**src/hw/rtl/pva_pkg.sv**
```systemverilog
// ----------------------------------------------------------------------------
// pva_pkg: shared types and constants for the priority voice allocator
// Holds the command codes, the slot record layout and the reset values of
// the per-slot storage.
// ----------------------------------------------------------------------------
package pva_pkg;

    // Default number of voice slots.
    localparam int VOICES_DEF = 32;

    // Reset value of the voice count register.
    localparam logic [5:0] VC_RESET = 6'd32;

    // Reset contents of a slot record.
    localparam logic [7:0]  PRIO_RESET = 8'd128;
    localparam logic [14:0] VOL_RESET  = 15'd256;
    localparam logic [31:0] GEN_RESET  = 32'd1;

    // Request commands; code 7 is unused and ignored.
    typedef enum logic [2:0] {
        CMD_PLAY   = 3'd0,
        CMD_STOP   = 3'd1,
        CMD_PAUSE  = 3'd2,
        CMD_RESUME = 3'd3,
        CMD_SETVOL = 3'd4,
        CMD_QUERY  = 3'd5,
        CMD_ENDED  = 3'd6
    } t_cmd;

    // Per-slot record kept in the slot memory.
    typedef struct packed {
        logic [7:0]  prio;
        logic [14:0] vol;
        logic [31:0] gen;
    } t_slot_rec;

    localparam t_slot_rec REC_RESET = '{prio: PRIO_RESET, vol: VOL_RESET, gen: GEN_RESET};

    // Outcome flags of a slot scan.
    typedef struct packed {
        logic free_found;
        logic vict_found;
    } t_scan_flags;

endpackage

```
**src/hw/rtl/pva_slot_mem.sv**
```systemverilog
// ----------------------------------------------------------------------------
// pva_slot_mem: slot record memory
// One write port and one registered read port. Entries never written since
// reset read back as the reset record, tracked by one init bit per slot.
// ----------------------------------------------------------------------------
module pva_slot_mem #(
    parameter int VOICES = pva_pkg::VOICES_DEF
) (
    input  logic                                         i_clk,
    input  logic                                         i_rst_n,
    input  logic                                         i_rd_en,
    input  logic [((VOICES > 1) ? $clog2(VOICES) : 1)-1:0] i_rd_addr,
    output pva_pkg::t_slot_rec                           o_rd_rec,
    input  logic                                         i_wr_en,
    input  logic [((VOICES > 1) ? $clog2(VOICES) : 1)-1:0] i_wr_addr,
    input  pva_pkg::t_slot_rec                           i_wr_rec
);

    pva_pkg::t_slot_rec r_mem [VOICES];
    pva_pkg::t_slot_rec r_rd_data;
    logic [VOICES-1:0]  r_init;
    logic               r_rd_init;

    // Memory array: write and registered read.
    always_ff @(posedge i_clk) begin
        if (i_wr_en) begin
            r_mem[i_wr_addr] <= i_wr_rec;
        end
        if (i_rd_en) begin
            r_rd_data <= r_mem[i_rd_addr];
            r_rd_init <= r_init[i_rd_addr];
        end
    end

    // Init bits mark entries that hold written data.
    always_ff @(posedge i_clk) begin
        if (!i_rst_n) begin
            r_init <= '0;
        end else if (i_wr_en) begin
            r_init[i_wr_addr] <= 1'b1;
        end
    end

    // An entry never written reads as the reset record.
    assign o_rd_rec = r_rd_init ? r_rd_data : pva_pkg::REC_RESET;

endmodule

```
**src/hw/rtl/pva_scan.sv**
```systemverilog
// ----------------------------------------------------------------------------
// pva_scan: serial slot scan unit
// Takes one slot per cycle while i_valid is high and tracks the lowest free slot, the best steal
// victim and the number of busy slots seen.
// ----------------------------------------------------------------------------
module pva_scan #(
    parameter int VOICES = pva_pkg::VOICES_DEF
) (
    input  logic                                           i_clk,
    input  logic                                           i_rst_n,
    input  logic                                           i_clear,
    input  logic                                           i_valid,
    input  logic [((VOICES > 1) ? $clog2(VOICES) : 1)-1:0]   i_idx,
    input  logic                                           i_busy,
    input  pva_pkg::t_slot_rec                             i_rec,
    input  logic [7:0]                                     i_req_prio,
    output pva_pkg::t_scan_flags                           o_flags,
    output logic [((VOICES > 1) ? $clog2(VOICES) : 1)-1:0]   o_free_idx,
    output logic [31:0]                                    o_free_gen,
    output logic [((VOICES > 1) ? $clog2(VOICES) : 1)-1:0]   o_vict_idx,
    output pva_pkg::t_slot_rec                             o_vict_rec,
    output logic [$clog2(VOICES + 1)-1:0]                  o_count
);

    localparam int IW = (VOICES > 1) ? $clog2(VOICES) : 1;
    localparam int CW = $clog2(VOICES + 1);

    pva_pkg::t_scan_flags r_flags;
    logic [IW-1:0]        r_free_idx;
    logic [31:0]          r_free_gen;
    logic [IW-1:0]        r_vict_idx;
    pva_pkg::t_slot_rec   r_vict_rec;
    logic [CW-1:0]        r_count;
    logic                 better;

    // Victim compare: priority at least the request's, then larger
    // priority, then lower volume; earlier slots win exact ties.
    always_comb begin
        better = (i_rec.prio >= i_req_prio) &&
                 (!r_flags.vict_found || (i_rec.prio > r_vict_rec.prio) ||
                  ((i_rec.prio == r_vict_rec.prio) && (i_rec.vol < r_vict_rec.vol)));
    end

    // Control state of the scan.
    always_ff @(posedge i_clk) begin
        if (!i_rst_n || i_clear) begin
            r_flags <= '0;
            r_count <= '0;
        end else if (i_valid) begin
            if (i_busy) begin
                r_count <= r_count + CW'(1);
            end
            if (!i_busy) begin
                r_flags.free_found <= 1'b1;
            end
            if (better) begin
                r_flags.vict_found <= 1'b1;
            end
        end
    end

    // Captured slot data.
    always_ff @(posedge i_clk) begin
        if (i_valid && !i_busy && !r_flags.free_found) begin
            r_free_idx <= i_idx;
            r_free_gen <= i_rec.gen;
        end
        if (i_valid && better) begin
            r_vict_idx <= i_idx;
            r_vict_rec <= i_rec;
        end
    end

    assign o_flags    = r_flags;
    assign o_free_idx = r_free_idx;
    assign o_free_gen = r_free_gen;
    assign o_vict_idx = r_vict_idx;
    assign o_vict_rec = r_vict_rec;
    assign o_count    = r_count;

endmodule

```
**src/hw/rtl/priority_voice_allocator.sv**
```systemverilog
// A request is served by a serial scan over the first n slots, where n is the
// live voice count (voice_count clamped to 1..VOICES), through the slot memory's
// single read port; no new request is accepted until the result has been taken.
// Reset (synchronous, active low) frees all slots, returns every record to its
// reset value through init bits at once, and sets voice_count to 32.
// ----------------------------------------------------------------------------
// priority_voice_allocator: voice slot allocator with generation handles
// Play takes the lowest free slot or steals the least important voice; Ended acts
// on a slot by index alone; the other commands act through index and generation.
// ----------------------------------------------------------------------------
module priority_voice_allocator #(
    parameter int VOICES = pva_pkg::VOICES_DEF
) (
    input  logic               i_clk,
    input  logic               i_rst_n,
    input  logic               i_cfg_we,
    input  logic [5:0]         i_cfg_data,
    input  logic               i_in_valid,
    output logic               o_in_stall,
    input  logic [2:0]         i_cmd,
    input  logic [4:0]         i_slot_index,
    input  logic [31:0]        i_handle_generation,
    input  logic [7:0]         i_request_priority,
    input  logic signed [15:0] i_request_volume,
    input  logic               i_request_loop,
    output logic               o_out_valid,
    input  logic               i_out_stall,
    output logic               o_ok,
    output logic [4:0]         o_out_index,
    output logic [31:0]        o_out_generation,
    output logic               o_stole,
    output logic               o_is_playing,
    output logic [5:0]         o_active_voices,
    output logic [31:0]        o_steals_total
);

    localparam int IW = (VOICES > 1) ? $clog2(VOICES) : 1;
    localparam int CW = $clog2(VOICES + 1);

    typedef enum logic [4:0] {
        ST_IDLE   = 5'b00001,
        ST_SCAN   = 5'b00010,
        ST_DRAIN  = 5'b00100,
        ST_FINISH = 5'b01000,
        ST_OUT    = 5'b10000
    } t_state;

    t_state r_state;
    t_state n_state;

    // Configuration and slot status flops.
    logic [5:0]        r_voice_count;
    logic [VOICES-1:0] r_busy;
    logic [VOICES-1:0] r_paused;
    logic [VOICES-1:0] r_looping;
    logic [31:0]       r_steals;

    // Latched request.
    pva_pkg::t_cmd r_cmd;
    logic [4:0]    r_hidx;
    logic [31:0]   r_hgen;
    logic [7:0]    r_prio;
    logic [14:0]   r_vol;
    logic          r_loop;
    logic [CW-1:0] r_n;
    logic [CW-1:0] n_n;

    // Scan pipeline.
    logic [IW-1:0]      r_addr;
    logic               r_rd_vld;
    logic [IW-1:0]      r_rd_idx;
    pva_pkg::t_slot_rec rd_rec;
    pva_pkg::t_slot_rec r_h_rec;
    logic               accept;
    logic               rd_en;
    logic [IW-1:0]      hslot;

    // Scan results.
    pva_pkg::t_scan_flags scan_flags;
    logic [IW-1:0]        scan_free_idx;
    logic [31:0]          scan_free_gen;
    logic [IW-1:0]        scan_vict_idx;
    pva_pkg::t_slot_rec   scan_vict_rec;
    logic [CW-1:0]        scan_count;

    // Finish step decisions.
    logic               inrange;
    logic               resolved;
    logic [IW-1:0]      fin_slot;
    logic               fin_wr;
    pva_pkg::t_slot_rec fin_rec;
    logic               fin_take;
    logic               fin_free;
    logic               fin_pause;
    logic               fin_resume;
    logic               fin_steal;

    // Result register.
    logic          r_o_ok;
    logic [4:0]    r_o_idx;
    logic [31:0]   r_o_gen;
    logic          r_o_stole;
    logic          r_o_playing;
    logic [CW-1:0] r_o_active;
    logic          n_o_ok;
    logic [4:0]    n_o_idx;
    logic [31:0]   n_o_gen;
    logic          n_o_stole;
    logic          n_o_playing;
    logic [CW-1:0] n_o_active;

    assign accept = (r_state == ST_IDLE) && i_in_valid;
    assign rd_en  = (r_state == ST_SCAN);
    assign hslot  = IW'(r_hidx);

    // Live count: zero acts as one, values above VOICES act as VOICES.
    always_comb begin
        if (r_voice_count == 6'd0) begin
            n_n = CW'(1);
        end else if (32'(r_voice_count) > VOICES) begin
            n_n = CW'(VOICES);
        end else begin
            n_n = CW'(r_voice_count);
        end
    end

    // Sequencer.
    always_comb begin
        n_state = r_state;
        unique case (r_state)
            ST_IDLE: begin
                if (i_in_valid) begin
                    n_state = ST_SCAN;
                end
            end
            ST_SCAN: begin
                if (r_addr == IW'(r_n - CW'(1))) begin
                    n_state = ST_DRAIN;
                end
            end
            ST_DRAIN:  n_state = ST_FINISH;
            ST_FINISH: n_state = ST_OUT;
            ST_OUT: begin
                if (!i_out_stall) begin
                    n_state = ST_IDLE;
                end
            end
            default:   n_state = ST_IDLE;
        endcase
    end

    always_ff @(posedge i_clk) begin
        if (!i_rst_n) begin
            r_state       <= ST_IDLE;
            r_voice_count <= pva_pkg::VC_RESET;
            r_rd_vld      <= 1'b0;
        end else begin
            r_state  <= n_state;
            r_rd_vld <= rd_en;
            if (i_cfg_we) begin
                r_voice_count <= i_cfg_data;
            end
        end
    end

    // Request latch, scan address and handle slot capture.
    always_ff @(posedge i_clk) begin
        if (accept) begin
            r_cmd  <= pva_pkg::t_cmd'(i_cmd);
            r_hidx <= i_slot_index;
            r_hgen <= i_handle_generation;
            r_prio <= i_request_priority;
            r_vol  <= i_request_volume[15] ? 15'd0 : i_request_volume[14:0];
            r_loop <= i_request_loop;
            r_n    <= n_n;
            r_addr <= '0;
        end else if (rd_en) begin
            r_addr <= r_addr + IW'(1);
        end
        if (rd_en) begin
            r_rd_idx <= r_addr;
        end
        if (r_rd_vld && (r_rd_idx == hslot)) begin
            r_h_rec <= rd_rec;
        end
    end

    pva_slot_mem #(
        .VOICES (VOICES)
    ) u_mem (
        .i_clk     (i_clk),
        .i_rst_n   (i_rst_n),
        .i_rd_en   (rd_en),
        .i_rd_addr (r_addr),
        .o_rd_rec  (rd_rec),
        .i_wr_en   (fin_wr),
        .i_wr_addr (fin_slot),
        .i_wr_rec  (fin_rec)
    );

    pva_scan #(
        .VOICES (VOICES)
    ) u_scan (
        .i_clk      (i_clk),
        .i_rst_n    (i_rst_n),
        .i_clear    (accept),
        .i_valid    (r_rd_vld),
        .i_idx      (r_rd_idx),
        .i_busy     (r_busy[r_rd_idx]),
        .i_rec      (rd_rec),
        .i_req_prio (r_prio),
        .o_flags    (scan_flags),
        .o_free_idx (scan_free_idx),
        .o_free_gen (scan_free_gen),
        .o_vict_idx (scan_vict_idx),
        .o_vict_rec (scan_vict_rec),
        .o_count    (scan_count)
    );

    // Finish step: decide the slot update and the result.
    always_comb begin
        inrange  = (32'(r_hidx) < 32'(r_n));
        resolved = inrange && r_busy[hslot] && (r_h_rec.gen == r_hgen);

        fin_slot    = hslot;
        fin_wr      = 1'b0;
        fin_rec     = r_h_rec;
        fin_take    = 1'b0;
        fin_free    = 1'b0;
        fin_pause   = 1'b0;
        fin_resume  = 1'b0;
        fin_steal   = 1'b0;
        n_o_ok      = 1'b0;
        n_o_idx     = 5'd0;
        n_o_gen     = 32'd0;
        n_o_stole   = 1'b0;
        n_o_playing = 1'b0;
        n_o_active  = scan_count;

        unique case (r_cmd)
            pva_pkg::CMD_PLAY: begin
                if (scan_flags.free_found) begin
                    fin_slot   = scan_free_idx;
                    fin_rec    = '{prio: r_prio, vol: r_vol, gen: scan_free_gen};
                    fin_wr     = 1'b1;
                    fin_take   = 1'b1;
                    n_o_ok     = 1'b1;
                    n_o_idx    = 5'(scan_free_idx);
                    n_o_gen    = scan_free_gen;
                    n_o_active = scan_count + CW'(1);
                end else if (scan_flags.vict_found) begin
                    fin_slot  = scan_vict_idx;
                    fin_rec   = '{prio: r_prio, vol: r_vol,
                                  gen: scan_vict_rec.gen + 32'd1};
                    fin_wr    = 1'b1;
                    fin_take  = 1'b1;
                    fin_steal = 1'b1;
                    n_o_ok    = 1'b1;
                    n_o_stole = 1'b1;
                    n_o_idx   = 5'(scan_vict_idx);
                    n_o_gen   = scan_vict_rec.gen + 32'd1;
                end
            end
            pva_pkg::CMD_STOP: begin
                if (resolved) begin
                    fin_rec.gen = r_h_rec.gen + 32'd1;
                    fin_wr      = 1'b1;
                    fin_free    = 1'b1;
                    n_o_ok      = 1'b1;
                    n_o_active  = scan_count - CW'(1);
                end
            end
            pva_pkg::CMD_PAUSE: begin
                fin_pause = resolved;
                n_o_ok    = resolved;
            end
            pva_pkg::CMD_RESUME: begin
                fin_resume = resolved;
                n_o_ok     = resolved;
            end
            pva_pkg::CMD_SETVOL: begin
                if (resolved) begin
                    fin_rec.vol = r_vol;
                    fin_wr      = 1'b1;
                    n_o_ok      = 1'b1;
                end
            end
            pva_pkg::CMD_QUERY: begin
                n_o_ok      = resolved;
                n_o_playing = resolved && !r_paused[hslot];
            end
            pva_pkg::CMD_ENDED: begin
                if (inrange && r_busy[hslot] && !r_looping[hslot]) begin
                    fin_rec.gen = r_h_rec.gen + 32'd1;
                    fin_wr      = 1'b1;
                    fin_free    = 1'b1;
                    n_o_ok      = 1'b1;
                    n_o_active  = scan_count - CW'(1);
                end
            end
            default: begin
                n_o_ok = 1'b0;
            end
        endcase

        if (r_state != ST_FINISH) begin
            fin_wr = 1'b0;
        end
    end

    // Slot status flops and the steal counter.
    always_ff @(posedge i_clk) begin
        if (!i_rst_n) begin
            r_busy    <= '0;
            r_paused  <= '0;
            r_looping <= '0;
            r_steals  <= 32'd0;
        end else if (r_state == ST_FINISH) begin
            if (fin_take) begin
                r_busy[fin_slot]    <= 1'b1;
                r_paused[fin_slot]  <= 1'b0;
                r_looping[fin_slot] <= r_loop;
            end
            if (fin_free) begin
                r_busy[fin_slot]   <= 1'b0;
                r_paused[fin_slot] <= 1'b0;
            end
            if (fin_pause) begin
                r_paused[fin_slot] <= 1'b1;
            end
            if (fin_resume) begin
                r_paused[fin_slot] <= 1'b0;
            end
            if (fin_steal) begin
                r_steals <= r_steals + 32'd1;
            end
        end
    end

    // Result register.
    always_ff @(posedge i_clk) begin
        if (r_state == ST_FINISH) begin
            r_o_ok      <= n_o_ok;
            r_o_idx     <= n_o_idx;
            r_o_gen     <= n_o_gen;
            r_o_stole   <= n_o_stole;
            r_o_playing <= n_o_playing;
            r_o_active  <= n_o_active;
        end
    end

    assign o_in_stall       = (r_state != ST_IDLE);
    assign o_out_valid      = (r_state == ST_OUT);
    assign o_ok             = r_o_ok;
    assign o_out_index      = r_o_idx;
    assign o_out_generation = r_o_gen;
    assign o_stole          = r_o_stole;
    assign o_is_playing     = r_o_playing;
    assign o_active_voices  = 6'(r_o_active);
    assign o_steals_total   = r_steals;

`ifndef SYNTHESIS
    a_onehot_state: assert property (@(posedge i_clk) disable iff (!i_rst_n)
        $onehot(r_state))
        else $error("Sequencer state is not one-hot.");

    a_no_accept_with_result: assert property (@(posedge i_clk) disable iff (!i_rst_n)
        o_out_valid |-> o_in_stall)
        else $error("Request channel open while a result is pending.");

    a_steals_only_on_finish: assert property (@(posedge i_clk) disable iff (!i_rst_n)
        (r_state != ST_FINISH) |=> $stable(r_steals))
        else $error("Steal counter changed outside the finish step.");

    a_stole_implies_ok: assert property (@(posedge i_clk) disable iff (!i_rst_n)
        (o_out_valid && o_stole) |-> o_ok)
        else $error("Steal reported on a failed play.");

    a_active_bounded: assert property (@(posedge i_clk) disable iff (!i_rst_n)
        o_out_valid |-> (32'(r_o_active) <= 32'(r_n)))
        else $error("Active voice count exceeds the live count.");
`endif

endmodule
```
**config.mk**
```make
export PLATFORM = sky130hd
export DESIGN_NAME = priority_voice_allocator
export DESIGN_NICKNAME = d
export VERILOG_FILES = /design/src/hw/rtl/pva_pkg.sv /design/src/hw/rtl/pva_slot_mem.sv /design/src/hw/rtl/pva_scan.sv /design/src/hw/rtl/priority_voice_allocator.sv
export SDC_FILE = /design/constraint.sdc
export NUM_CORES = 2
export LEC_CHECK = 0
export BUFFER_PORTS_ARGS = -buffer_cell sky130_fd_sc_hd__buf_2
export CELL_PAD_IN_SITES_DETAIL_PLACEMENT = 1
export CELL_PAD_IN_SITES_GLOBAL_PLACEMENT = 2
export CORE_ASPECT_RATIO = 1.25
export CORE_UTILIZATION = 40
export DETAILED_ROUTE_END_ITERATION = 10
export MAX_ROUTING_LAYER = met4
export PLACE_DENSITY_LB_ADDON = 0.25
export SLEW_MARGIN = 20
export SYNTH_ARGS = -nofsm -noshare
export SYNTH_HDL_FRONTEND = slang
export SYNTH_SLANG_ARGS = --single-unit
```
**constraint.sdc**
```tcl
create_clock -name i_clk -period 13.03 [get_ports i_clk]
set_input_delay 0.6515 -clock i_clk [delete_from_list [all_inputs] [get_ports i_clk]]
set_output_delay 0.6515 -clock i_clk [all_outputs]
set_load 0.005 [all_outputs]
```
==> results.toml <==
[outcome]
outcome = "completed"

[cells_and_area]
layout_common_cells = "2089 x edfxtp_1, 588 x mux4_2, 278 x nand2_1"
multi_input_area_mm2 = 0.0236
drive_gt1_share_pct = 26.6
seq_area_mm2 = 0.0665
layout_commonest_cell = "edfxtp_1"
nNetsFinal = 5171
area_growth_syn_to_layout_pct = 14.2
num-fill-cells = 20900

[clocking]
clockRootBuffer = "clkbuf_16"
cts.reportedPaths.clkPinSlew_ps = 60
cts.path.max_buffers = 4
postCtsSetupBuffers = 0
htreeDepth = 4
cts_tree = "built"
numCtsBuffers = 229
clk_latency_ps = 900
clock-sinks = 2274

[synthesis]
synth_top_cell_by_area = "edfxtp_1"
synthCells = 4740
ys_seq_area_share_pct = 73.2
async_flop_share_pct = 0
syn_nets = 4857
syn-cell-area_mm2 = 0.0908
yosysWarnings = 0
ys_seq_elements = 2274
synth_cell_types = 87
synth_edf_count = 2089
syn-mean-instance-area_um2 = 19.2
yosys-top-cells-area = "edfxtp_1 69%, mux4_2 15%, dfxtp_1 4.1%, nand2_1 1.2%, nor2_1 0.97%"
synth_ff_type = "edfxtp_1"
netlist.area_leader.share_pct = 69.1

[timing]
fin_crit_sh_pct = 42.0
min_period_ps = 5470
worst_pin_slew_ps = 1180
skew_ps = 65.7
max_slew_margin_pct = 21.1
holdWs_ps = 55.1
hold_viol = 0
rsz0062_at_grt = "false"
slew_violations = 0
finalSetupTns_ps = 0
finalSetupViolCount = 0
timing.fmax_mhz = 183

[setup_path]
worstPathCellList = "xnor2_1 > nand4_1 > nor4_1 > buf_4 > and2_1 > nand2_2 > o21ai_1 > a32oi_4 > buf_4 > buf_4 > nor2_4 > buf_4"
critPathKind = "reg -> reg"
worstReg2RegStart = "r_h_rec[29]"
worst_path_most_repeated_cell = "buf_4"
critPathMaxStageDelay_ps = 770
r2r_end = "u_mem.r_mem[24][51]"
critPathTopFamily = "simple AND/OR/NAND/NOR gates"
worstPathArrival_ps = 5950
ff2ff_path_depth = 12
cp-start-kind = "flip-flop"
crit_required_ps = 13520
worst-path-buf-inv = 4
cpMaxStageDelayCell = "nor4_1"
end_kind = "flip-flop"
crit_fanout = 45
reg2reg_slack_ps = 7560

[min_path]
hold_class = "in -> reg"
holdCritStartpoint = "i_cfg_data[1]"
hold_path_depth = 3
hold_end = "r_voice_count[1]"

[placed_design]
gp_congestion = 0.849
hpwl_um = 167000
io_buffers = 155

[pwr]
ir_worst_vdd_mv = 0.117
leakage_nw = 32.0
power_density_mw_per_mm2 = 150

[floorplanning]
die_h_um = 535
dieArea_mm2 = 0.229
start_util_pct = 40.2
die_w_um = 428
rows = 195
coreArea_mm2 = 0.226
ioPinCount = 156

[flow_run]
drv_cap = 0

[route]
vias = 47400
drcViolationCount = 0
drtIter0Drc = 4099
via_per_inst = 5.78
ant_nets = 0
first_pass_iters = 6
wl_per_cell_um = 32.5
totalWireLength_um = 266000

[global_route]
grt_antenna_before_repair = 16
grt-ovfl-total = 0
grt_pass1_vias = 49400
grt_pass1_wl_um = 379000
track_usage_pct = 23.9
grt_start_max_net_pins = 112
==> report_power, final <==
group / total [mW] / switching, mW / leakage [nW] / internal, mW
clock network: 6.59 / 2.81 / 3.60 / 3.77
registers: 8.02 / 0.0343 / 20.4 / 7.99
logic: 0.984 / 0.579 / 8.09 / 0.405
==> area by class of cell <==
class | count | area share (%)
Sequential cell | 2274 | 64.1
Inverter | 48 | 0.174
Multi-Input combinational cell | 2158 | 22.8
Clock inverter | 136 | 1.35
Antenna cell | 5 | 0.0121
Clock buffer | 272 | 5.73
Tap cell | 2955 | 3.57
Timing Repair Buffer | 343 | 2.32
==> worst reg2reg max path, cell delays in order, from the launching register on <==
cell	delay, ps
edfxtp_1	480
xnor2_1	340
nand4_1	150
nor4_1	770
buf_4	250
and2_1	250
nand2_2	390
o21ai_1	380
a32oi_4	70
buf_4	330
buf_4	420
nor2_4	460
buf_4	690
==> what timing repair did <==
item                      CTS  global route
gates resized for setup     0             0
hold endpoints to repair   50             0
hold buffers               50             0
==> per-stage QoR <==
| step | instances | worst slack (ps) | util, % | total power, mW | cell area, µm² |
|---|---|---|---|---|---|
| final | 8191 | 7560 | 45.9 | 15.6 | 104000 |
| after global routing | 8189 | 7310 | 45.9 | 16.0 | 104000 |
| after CTS | 8184 | 7320 | 45.9 | 15.7 | 104000 |
| after detailed placement | 7726 | 7360 | 42.4 | 9.17 | 95800 |
| after global placement | 7726 | 7360 | 42.4 | 9.16 | 95800 |
| after floorplan | 4740 | 6760 | - | 8.79 | 90800 |
==> cell usage after synthesis (all sizes together), types with 39 or more instances <==
| library cell | number |
|---|---|
| a22oi | 42 |
| nand2 | 280 |
| nor2b | 46 |
| edfxtp | 2089 |
| o21ai | 172 |
| dfxtp | 185 |
| and2 | 80 |
| a21boi | 41 |
| clkbuf | 177 |
| mux4 | 588 |
| mux2 | 72 |
| ha | 41 |
| a21oi | 66 |
| buf | 83 |
| xor2 | 44 |
| nand3 | 39 |
| inv | 47 |
| xnor2 | 71 |
| nor2 | 235 |
==> worst max path at each step <==
stage	startpoint	end	slack, ps	cells after the start
after floorplan	r_state[0]	r_state[0]	6760	5
after CTS	r_h_rec[29]	u_mem.r_mem[24][51]	7320	12
after detailed placement	r_h_rec[29]	u_mem.r_mem[24][51]	7360	12
after global routing	r_h_rec[29]	u_mem.r_mem[24][47]	7310	12
final	r_h_rec[29]	u_mem.r_mem[24][51]	7560	12
after global placement	r_h_rec[29]	u_mem.r_mem[24][51]	7360	12
==> sequential cells by signal, summed over array words and instances, names as in the netlist, 6 cells and up <==
name               cells
o_active_voices        6
o_out_generation      32
o_steals_total        32
r_busy                32
r_h_rec               55
r_hgen                32
r_looping             32
r_n                    6
r_paused              32
r_prio                 8
r_voice_count          6
r_vol                 15
u_mem.r_init          32
u_mem.r_mem         1760
u_mem.r_rd_data       55
u_scan.o_count         6
u_scan.o_free_gen     32
u_scan.o_vict_rec     55
==> metal layers <==
metal	GRT usage, %	share of wire (%)	vias up
met5	-	0	-
met4	6.97	3.2	0
li1	-	-	19800
met1	30.2	41	25700
met3	2.51	4.8	373
met2	40.9	51	1468
==> logic make-up (layout without fill, tap and decap cells) <==
family / after synthesis / in the layout / share of synthesized area (%)
AO/OA/AOI/OAI: 471 / 471 / 3.52
XOR/XNOR: 115 / 115 / 1.11
adder cells (fa/ha/maj): 41 / 41 / 0.565
buffers and inverters: 308 / 799 / 1.34
flip-flops: 2274 / 2274 / 73.2
multiplexers: 688 / 688 / 15.8
other: 0 / 5 / 0
AND/OR/NAND/NOR: 843 / 843 / 4.50
Power figures use the tool's default switching activity.
